===== src/design/sorted_byte_insertion_buffer_unit_macros.svh =====
// Assertion macros shared by the sorted byte insertion buffer RTL.
// Each macro samples on clk_i and is disabled while rst_ni is low.
`ifndef SORTED_BYTE_INSERTION_BUFFER_UNIT_MACROS_SVH
`define SORTED_BYTE_INSERTION_BUFFER_UNIT_MACROS_SVH

// The property must hold at every sampled edge.
`define SBIB_ASSERT_ALWAYS(lbl, prop, msg) \
  lbl: assert property (@(posedge clk_i) disable iff (!rst_ni) (prop)) else $error(msg);

// The consequent must hold in the cycle after the antecedent.
`define SBIB_ASSERT_NEXT(lbl, ante, cons, msg) \
  lbl: assert property (@(posedge clk_i) disable iff (!rst_ni) (ante) |=> (cons)) else $error(msg);

`endif


===== src/design/sbib_pkg.sv =====
// Shared types and constants for the sorted byte insertion buffer.
// No dependencies; imported by the controller, datapath and top level.
package sbib_pkg;

  localparam int CAPACITY = 64;
  localparam int ADDR_W   = $clog2(CAPACITY);
  localparam int CNT_W    = $clog2(CAPACITY + 1);

  typedef enum logic [1:0] {
    OP_APPEND = 2'd0,
    OP_INSERT = 2'd1,
    OP_EMIT   = 2'd2
  } sbib_op_e;

  typedef enum logic [2:0] {
    ST_IDLE,
    ST_INS,
    ST_INS_FIN,
    ST_EMIT,
    ST_EMPTY
  } sbib_state_e;

  // Commands from the controller to the datapath
  typedef struct packed {
    logic append;      // write the input byte at the fill position
    logic ovf_set;     // drop the byte, set the sticky overflow flag
    logic start_scan;  // capture the byte, read slot 0
    logic ins_step;    // compare and shift one slot of the insert pass
    logic ins_final;   // write the carried byte at the end
    logic start_emit;  // read slot 0 for an emit run
    logic emit_load;   // move one stored byte into the output register
    logic empty_load;  // load the single empty-buffer word
  } sbib_cmd_t;

  // Status from the datapath to the controller
  typedef struct packed {
    logic full;
    logic empty;
    logic is_last;     // slot under the pointer is the last stored one
    logic can_load;    // output register is free this cycle
  } sbib_sts_t;

endpackage


===== src/design/sorted_byte_insertion_buffer_unit.sv =====
// Top level of the sorted byte insertion buffer: stream ports, controller and datapath.
// Depends on sbib_pkg, sbib_ctrl and sbib_dpath.
//
// Keeps up to 64 bytes in ascending signed order in a single-port-write,
// single-port-read byte store with registered read data. An append word
// writes its byte at the end. An insert word walks the store once from
// slot 0: each cycle it compares one slot (signed), and from the first
// strictly greater byte onwards rewrites the slot with the carried byte,
// so the tail shifts up by one; a final step writes the carried byte at
// the end. An insert into an empty store is written as an append. An emit
// word reads slot 0 and then streams one stored byte per cycle into an
// output register, tlast on the final byte, pausing while the output is
// stalled; the store and the overflow flag clear with the last byte. An
// emit into an empty store gives one word with the empty flag set. A byte
// that finds the store full is dropped and sets the sticky overflow flag,
// reported on every word of the next emit run. As the memory read is
// registered, each insert and emit first reads slot 0 before its first
// compare or output load. Operation code three is taken and ignored. The
// input side accepts only while the controller idles.
module sorted_byte_insertion_buffer_unit
  import sbib_pkg::*;
(
  input  logic       clk_i,
  input  logic       rst_ni,
  input  logic       s_axis_tvalid_i,
  output logic       s_axis_tready_o,
  input  logic [7:0] s_axis_tdata_i,   // [7:0] data_byte
  input  logic [1:0] s_axis_tuser_i,   // [1:0] operation
  output logic       m_axis_tvalid_o,
  input  logic       m_axis_tready_i,
  output logic [7:0] m_axis_tdata_o,   // [7:0] out_byte
  output logic       m_axis_tlast_o,
  output logic [1:0] m_axis_tuser_o    // [0] empty_res, [1] overflowed
);

  sbib_cmd_t cmd;
  sbib_sts_t sts;

  // Sequence appends, insert passes and emit runs
  sbib_ctrl u_ctrl (
    .clk_i      (clk_i),
    .rst_ni     (rst_ni),
    .in_valid_i (s_axis_tvalid_i),
    .in_op_i    (s_axis_tuser_i),
    .in_ready_o (s_axis_tready_o),
    .sts_i      (sts),
    .cmd_o      (cmd)
  );

  // Hold the store, fill count, overflow flag and output word
  sbib_dpath u_dpath (
    .clk_i       (clk_i),
    .rst_ni      (rst_ni),
    .data_byte_i (s_axis_tdata_i),
    .cmd_i       (cmd),
    .sts_o       (sts),
    .out_valid_o (m_axis_tvalid_o),
    .out_ready_i (m_axis_tready_i),
    .out_byte_o  (m_axis_tdata_o),
    .out_last_o  (m_axis_tlast_o),
    .out_empty_o (m_axis_tuser_o[0]),
    .out_ovf_o   (m_axis_tuser_o[1])
  );

endmodule


===== src/design/sbib_ctrl.sv =====
// Controller state machine for the sorted byte insertion buffer.
// Depends on sbib_pkg; drives the datapath by command struct only.
module sbib_ctrl
  import sbib_pkg::*;
(
  input  logic      clk_i,
  input  logic      rst_ni,
  input  logic      in_valid_i,
  input  logic [1:0] in_op_i,
  output logic      in_ready_o,
  input  sbib_sts_t sts_i,
  output sbib_cmd_t cmd_o
);

  sbib_state_e state_q, state_d;
  sbib_op_e    op;

  assign op = sbib_op_e'(in_op_i);

  always_ff @(posedge clk_i or negedge rst_ni) begin
    if (!rst_ni) begin
      state_q <= ST_IDLE;
    end else begin
      state_q <= state_d;
    end
  end

  always_comb begin
    state_d    = state_q;
    cmd_o      = '0;
    in_ready_o = 1'b0;
    case (state_q)
      ST_IDLE: begin
        in_ready_o = 1'b1;
        if (in_valid_i) begin
          case (op)
            OP_APPEND: begin
              if (sts_i.full) cmd_o.ovf_set = 1'b1;
              else            cmd_o.append  = 1'b1;
            end
            OP_INSERT: begin
              if (sts_i.full) begin
                cmd_o.ovf_set = 1'b1;
              end else if (sts_i.empty) begin
                cmd_o.append = 1'b1;
              end else begin
                cmd_o.start_scan = 1'b1;
                state_d          = ST_INS;
              end
            end
            OP_EMIT: begin
              if (sts_i.empty) begin
                state_d = ST_EMPTY;
              end else begin
                cmd_o.start_emit = 1'b1;
                state_d          = ST_EMIT;
              end
            end
            default: ;
          endcase
        end
      end
      ST_INS: begin
        cmd_o.ins_step = 1'b1;
        if (sts_i.is_last) state_d = ST_INS_FIN;
      end
      ST_INS_FIN: begin
        cmd_o.ins_final = 1'b1;
        state_d         = ST_IDLE;
      end
      ST_EMIT: begin
        if (sts_i.can_load) begin
          cmd_o.emit_load = 1'b1;
          if (sts_i.is_last) state_d = ST_IDLE;
        end
      end
      ST_EMPTY: begin
        if (sts_i.can_load) begin
          cmd_o.empty_load = 1'b1;
          state_d          = ST_IDLE;
        end
      end
      default: state_d = ST_IDLE;
    endcase
  end

endmodule


===== src/design/sbib_dpath.sv =====
// Datapath of the sorted byte insertion buffer: byte store, pointers, output register.
// Depends on sbib_pkg and the assertion macros header.
`include "sorted_byte_insertion_buffer_unit_macros.svh"
module sbib_dpath
  import sbib_pkg::*;
(
  input  logic       clk_i,
  input  logic       rst_ni,
  input  logic [7:0] data_byte_i,
  input  sbib_cmd_t  cmd_i,
  output sbib_sts_t  sts_o,
  output logic       out_valid_o,
  input  logic       out_ready_i,
  output logic [7:0] out_byte_o,
  output logic       out_last_o,
  output logic       out_empty_o,
  output logic       out_ovf_o
);

  logic [7:0]        mem [CAPACITY];
  logic [7:0]        rd_data_q;
  logic [CNT_W-1:0]  fill_q, fill_d;
  logic [CNT_W-1:0]  idx_q, idx_d, idx_plus;
  logic              ovf_q, ovf_d;
  logic [7:0]        byte_q, carry_q;
  logic              found_q;
  logic              lt;
  logic              we, re;
  logic [ADDR_W-1:0] waddr, raddr;
  logic [7:0]        wdata;
  logic              out_valid_q;
  logic [7:0]        out_byte_q;
  logic              out_last_q, out_empty_q, out_ovf_q;
  logic              load;

  assign idx_plus = idx_q + 1'b1;
  assign lt       = $signed(byte_q) < $signed(rd_data_q);
  assign load     = cmd_i.emit_load | cmd_i.empty_load;

  assign sts_o.full     = (fill_q == CNT_W'(CAPACITY));
  assign sts_o.empty    = (fill_q == '0);
  assign sts_o.is_last  = (idx_q == fill_q - 1'b1);
  assign sts_o.can_load = !out_valid_q || out_ready_i;

  // Memory port steering
  always_comb begin
    we    = 1'b0;
    re    = 1'b0;
    waddr = fill_q[ADDR_W-1:0];
    wdata = data_byte_i;
    raddr = '0;
    if (cmd_i.append) we = 1'b1;
    if (cmd_i.ins_step) begin
      we    = found_q | lt;
      waddr = idx_q[ADDR_W-1:0];
      wdata = carry_q;
      re    = 1'b1;
      raddr = idx_plus[ADDR_W-1:0];
    end
    if (cmd_i.ins_final) begin
      we    = 1'b1;
      wdata = carry_q;
    end
    if (cmd_i.start_scan || cmd_i.start_emit) re = 1'b1;
    if (cmd_i.emit_load) begin
      re    = 1'b1;
      raddr = idx_plus[ADDR_W-1:0];
    end
  end

  always_ff @(posedge clk_i) begin
    if (we) mem[waddr] <= wdata;
    if (re) rd_data_q <= mem[raddr];
  end

  always_comb begin
    fill_d = fill_q;
    ovf_d  = ovf_q;
    idx_d  = idx_q;
    if (cmd_i.append || cmd_i.ins_final) fill_d = fill_q + 1'b1;
    if (cmd_i.ovf_set) ovf_d = 1'b1;
    if (cmd_i.start_scan || cmd_i.start_emit) idx_d = '0;
    if (cmd_i.ins_step || cmd_i.emit_load) idx_d = idx_plus;
    if ((cmd_i.emit_load && sts_o.is_last) || cmd_i.empty_load) begin
      fill_d = '0;
      ovf_d  = 1'b0;
    end
  end

  always_ff @(posedge clk_i or negedge rst_ni) begin
    if (!rst_ni) begin
      fill_q      <= '0;
      ovf_q       <= 1'b0;
      idx_q       <= '0;
      found_q     <= 1'b0;
      out_valid_q <= 1'b0;
    end else begin
      fill_q <= fill_d;
      ovf_q  <= ovf_d;
      idx_q  <= idx_d;
      if (cmd_i.start_scan) found_q <= 1'b0;
      else if (cmd_i.ins_step && lt) found_q <= 1'b1;
      if (load) out_valid_q <= 1'b1;
      else if (out_ready_i) out_valid_q <= 1'b0;
    end
  end

  // Insert pass: the carried byte ripples one slot up from the insert point
  always_ff @(posedge clk_i) begin
    if (cmd_i.start_scan) begin
      byte_q  <= data_byte_i;
      carry_q <= data_byte_i;
    end else if (cmd_i.ins_step && (found_q || lt)) begin
      carry_q <= rd_data_q;
    end
    if (load) begin
      out_byte_q  <= cmd_i.empty_load ? 8'h00 : rd_data_q;
      out_last_q  <= cmd_i.empty_load | sts_o.is_last;
      out_empty_q <= cmd_i.empty_load;
      out_ovf_q   <= ovf_q;
    end
  end

  assign out_valid_o = out_valid_q;
  assign out_byte_o  = out_byte_q;
  assign out_last_o  = out_last_q;
  assign out_empty_o = out_empty_q;
  assign out_ovf_o   = out_ovf_q;

  `SBIB_ASSERT_ALWAYS(a_fill_range, fill_q <= CNT_W'(CAPACITY), "fill count beyond capacity")
  `SBIB_ASSERT_ALWAYS(a_step_in_range, !cmd_i.ins_step || (idx_q < fill_q), "insert pass past fill")
  `SBIB_ASSERT_ALWAYS(a_no_overwrite, !load || !out_valid_q || out_ready_i, "output word overwritten")
  `SBIB_ASSERT_NEXT(a_emit_clears, cmd_i.emit_load && sts_o.is_last, fill_q == '0 && !ovf_q, "emit did not clear")

endmodule

===== config.mk =====
export PLATFORM = sky130hd
export DESIGN_NAME = sorted_byte_insertion_buffer_unit
export DESIGN_NICKNAME = d
export VERILOG_FILES = /design/src/design/sbib_pkg.sv /design/src/design/sorted_byte_insertion_buffer_unit.sv /design/src/design/sbib_ctrl.sv /design/src/design/sbib_dpath.sv
export VERILOG_INCLUDE_DIRS = /design/src /design/src/design
export SDC_FILE = /design/constraint.sdc
export NUM_CORES = 1
export LEC_CHECK = 0
export BUFFER_PORTS_ARGS = -buffer_cell sky130_fd_sc_hd__buf_2
export CORE_UTILIZATION = 60
export CTS_CLUSTER_SIZE = 14
export DETAILED_ROUTE_END_ITERATION = 10
export PLACE_DENSITY = 0.76
export REMOVE_ABC_BUFFERS = 1
export SYNTH_ARGS = -nofsm -noshare
export SYNTH_HDL_FRONTEND = slang
export SYNTH_SLANG_ARGS = --single-unit

===== constraint.sdc =====
create_clock -name clk_i -period 7.85 [get_ports clk_i]
set_input_delay 1.57 -clock clk_i [delete_from_list [all_inputs] [get_ports clk_i]]
set_output_delay 1.57 -clock clk_i [all_outputs]
set_load 0.02 [all_outputs]

==> out/results.ini <==
[power_and_ir_drop]
internal-power_mw = 7.07
power_switching_mw = 5.21
p_per_area_nw_per_um2 = 466
p_seq_share_pct = 36.0
vdd_drop_max_uv = 359
switching_share_pct = 42.4
p_leak_nw = 8.78
clockPowerShare_pct = 20.8
pwr-share-comb_pct = 43.2

[synth]
synth-seq-cells = 567
yosysTopAreaCell = edfxtp_1
yosysWarningCount = 0
avgSynthCellArea_sq_um = 14.6
synth_area_leaders = edfxtp_1 (69%), mux2i_1 (3.3%), nand2_1 (2.9%)
synth_top_family_by_area = compound AO/OA/AOI/OAI gates
synth-seq-area-share_pct = 71.6
synth_fa_ha_area_share_pct = 0.741
async_flop_share_pct = 3.53
synth-simple-area-share_pct = 8.04
synth_top_area_share_pct = 69.5
synth_edf_count = 547
synth_ff_type = edfxtp_1
ys_types = 78
synth_xor_area_share_pct = 0.841
synth_compound_area_share_pct = 11.0
synth_mux_area_share_pct = 5.25
synth_cells = 1625
netlist_area_sq_um = 23600

[finish]
layoutNonFillerInstCount = 2235
nNetsFinal = 1699
syn2layout_area_growth_pct = 11.3
drive_gt1_share_pct = 14.0

[timing]
hold_violations = 0
max_freq_mhz = 204
tightest_slew_ns = 1.34
finalSetupViolations = 0
rsz0062_at_grt = false
skew_ns = 0.0176
fin_crit_sh_pct = 62.6
max_slew_margin_pct = 10.1
tns_ns = 0
fin_crit_ns = 4.91
final_max_slew_viol_count = 0

[clock_network]
cts_setup_buffers = 0
clk_pin_slew_ns = 0.06
cts_resized = 0
clockBufferDepth = 3
clock_sinks = 567
postCtsHoldBufs = 0
htreeDepth = 2
cts_made_buffers = 55
insertion_delay_ns = 0.62
clock_tree.root_cell = clkbuf_16
cts_tree = done

[placed_design]
dpl.cell_count = 2131
port_buffers = 26
routabilityCongestion = 1.01
dp_hpwl_um = 41500

[critical_path]
crit_family = compound AO/OA/AOI/OAI gates
worstPathRequired_ns = 8.19
critPathMaxStageDelay_ns = 0.76
cp_cell_sequence = ha_1 > xor2_4 > buf_4 > nand3_1 > buf_4 > a211oi_1 > a211oi_1 > a2111oi_0 > o32ai_1
worstPathMaxFanout = 52
end_kind = flip-flop
critPathLaunchType = flip-flop
cp_num_cells = 9
setup.worst_path.class = flip-flop to flip-flop
worstPathBufferInverterCount = 2
worstRegToRegCells = 9
arrival_ns = 5.25
critPathSlowestCell = a2111oi_0

[detailed_routing]
ant_nets = 0
avgViaCountPerCell = 6.90
routedWlPerCell_um = 29.7
wirelength_um = 66300
drtIter0Drc = 2434
drt-pass1-iter-count = 9
drc = 0
num_vias = 15400

[run_status]
status = complete, no violations

[grt]
overflow = 0
grt_max_degree = 65
globalRouteMet3Util_pct = 7.91
met2_usage_pct = 50.9
met1_usage_pct = 46.4
grt_pass1_wl_um = 98300
antenna_found_initial = 0
grt_use_total_pct = 33.6
busiest_layer = met2
grt_pass1_vias = 14800

[die]
core_sq_um = 38700
die_area_sq_um = 40200
ios = 27
die_x_um = 201
die_h_um = 201
initial_core_util_pct = 61.0
fp-row-count = 72

[worst_hold_path]
hp-class = flip-flop to flip-flop
hold_depth = 0

[flow_run]
drv_cap = 0

[layer usage]
layer / routed length, um / part of all wire (%) / up-vias
met5: 0 / 0 / -
met4: 3500 / 5.3 / 0
met3: 8130 / 12 / 217
met2: 29900 / 45 / 1122
met1: 24800 / 37 / 7624
li1: - / - / 6459
[flip-flops by register name, indices dropped and copies added, names as in the netlist]
name	cells
u_dpath.fill_q	7
u_dpath.out_empty_o	1
u_dpath.out_byte_o	8
u_dpath.out_last_o	1
u_dpath.out_ovf_o	1
u_dpath.rd_data_q	8
u_ctrl.state_q	3
u_dpath.out_valid_o	1
u_dpath.idx_q	7
u_dpath.carry_q	8
u_dpath.byte_q	8
u_dpath.found_q	1
u_dpath.ovf_q	1
u_dpath.mem	512
[power groups by stage]
stage                     clock network, mW  registers (mW)  logic (mW)
after floorplan                           0            4.47        2.84
after detailed placement                  0            4.46        5.16
after global routing                   2.68            4.43        5.52
final                                  2.55            4.41        5.30
after CTS                              2.56            4.40        5.17
after global placement                    0            4.45        5.04
[cell type report]
class                      count  area (sq um)
sequential                   567         16900
fill                        2582         12400
multi-input combinational    922          6220
clock buffer                  67          1440
timing repair buffer         106           728
tap                          518           648
clock inverter                35           283
inverter                      19          71.3
antenna                        1          2.50
[final timing paths]
check	start	end	slack, ns
worst max register to register	u_dpath.idx_q[0]$_DFFE_PN0P_	u_dpath.rd_data_q[2]$_DFFE_PP_	2.94
worst min-delay path	u_dpath.ovf_q$_DFFE_PN0P_	u_dpath.out_ovf_o$_DFFE_PP_	0.46
min in group asynchronous	rst_ni	u_dpath.idx_q[5]$_DFFE_PN0P_	0.92
max in group asynchronous	rst_ni	u_dpath.idx_q[0]$_DFFE_PN0P_	6.55
worst min register to register	u_dpath.ovf_q$_DFFE_PN0P_	u_dpath.out_ovf_o$_DFFE_PP_	0.46
worst max-delay path	u_dpath.idx_q[0]$_DFFE_PN0P_	u_dpath.rd_data_q[2]$_DFFE_PP_	2.94
[synthesized netlist by cell type (7+ instances only)]
| cell | instances |
|---|---|
| o211ai_1 | 12 |
| a2bb2oi_1 | 9 |
| ha_1 | 14 |
| dfrtp_1 | 20 |
| a32oi_1 | 19 |
| a21oi_1 | 48 |
| nor2_1 | 50 |
| mux2i_1 | 79 |
| nor2b_1 | 13 |
| o21ai_0 | 65 |
| nand2b_1 | 17 |
| a21o_1 | 7 |
| buf_2 | 40 |
| o221ai_1 | 15 |
| o22ai_1 | 14 |
| mux4_2 | 9 |
| xor2_1 | 9 |
| nor3_1 | 26 |
| or3_1 | 8 |
| nand3_1 | 72 |
| clkbuf_1 | 62 |
| a221oi_1 | 12 |
| nand4_1 | 7 |
| buf_4 | 10 |
| a211oi_1 | 76 |
| inv_1 | 18 |
| mux2_2 | 22 |
| a31oi_1 | 18 |
| xnor2_1 | 10 |
| nand2_1 | 185 |
| edfxtp_1 | 547 |
| a2111oi_0 | 7 |
| o2111ai_1 | 11 |
[through the flow]
stage	worst slack (ns)	hold slack, ns	utilization (%)	total power, mW	instance area, sq um
6_report	2.94	0.460	68.0	12.3	26300
5_1_grt	2.84	0.471	68.0	12.6	26300
4_1_cts	3.13	0.459	67.9	12.1	26300
3_5_place_dp	2.83	0.436	63.4	9.62	24600
3_3_place_gp	2.93	0.433	63.3	9.49	24500
2_1_floorplan	0.273	0.425	-	7.30	23100
[cell usage in the layout (no fill, tap or decap), types with 8 or more instances in the layout]
| master | instances |
|---|---|
| mux2i_1 | 79 |
| a32oi_1 | 19 |
| o22ai_1 | 14 |
| clkbuf_16 | 56 |
| mux4_2 | 9 |
| a211oi_1 | 68 |
| xor2_1 | 9 |
| dfrtp_1 | 19 |
| a2bb2oi_1 | 9 |
| a221oi_1 | 12 |
| nand2b_1 | 17 |
| nor2_1 | 49 |
| o2111ai_1 | 11 |
| ha_1 | 14 |
| nor3_1 | 24 |
| clkinv_1 | 17 |
| a211oi_2 | 8 |
| edfxtp_1 | 547 |
| or3_1 | 8 |
| clkbuf_1 | 11 |
| nor2b_1 | 13 |
| clkinv_2 | 9 |
| buf_4 | 75 |
| inv_1 | 18 |
| nand3_1 | 72 |
| buf_2 | 29 |
| a31oi_1 | 16 |
| a21oi_1 | 48 |
| o21ai_0 | 65 |
| o211ai_1 | 12 |
| nand2_1 | 185 |
| o221ai_1 | 15 |
| mux2_2 | 22 |
| xnor2_1 | 10 |
[cells by family after synthesis]
kind of cell               Yosys count
AOI/OAI and AO/OA                  365
xor gates and xnor gates            21
adders and majority gates           14
buffers and inverters              136
DFF                                567
muxes                              110
and+or+nand+nor                    412
No activity file was read; power rests on OpenSTA's default activity.
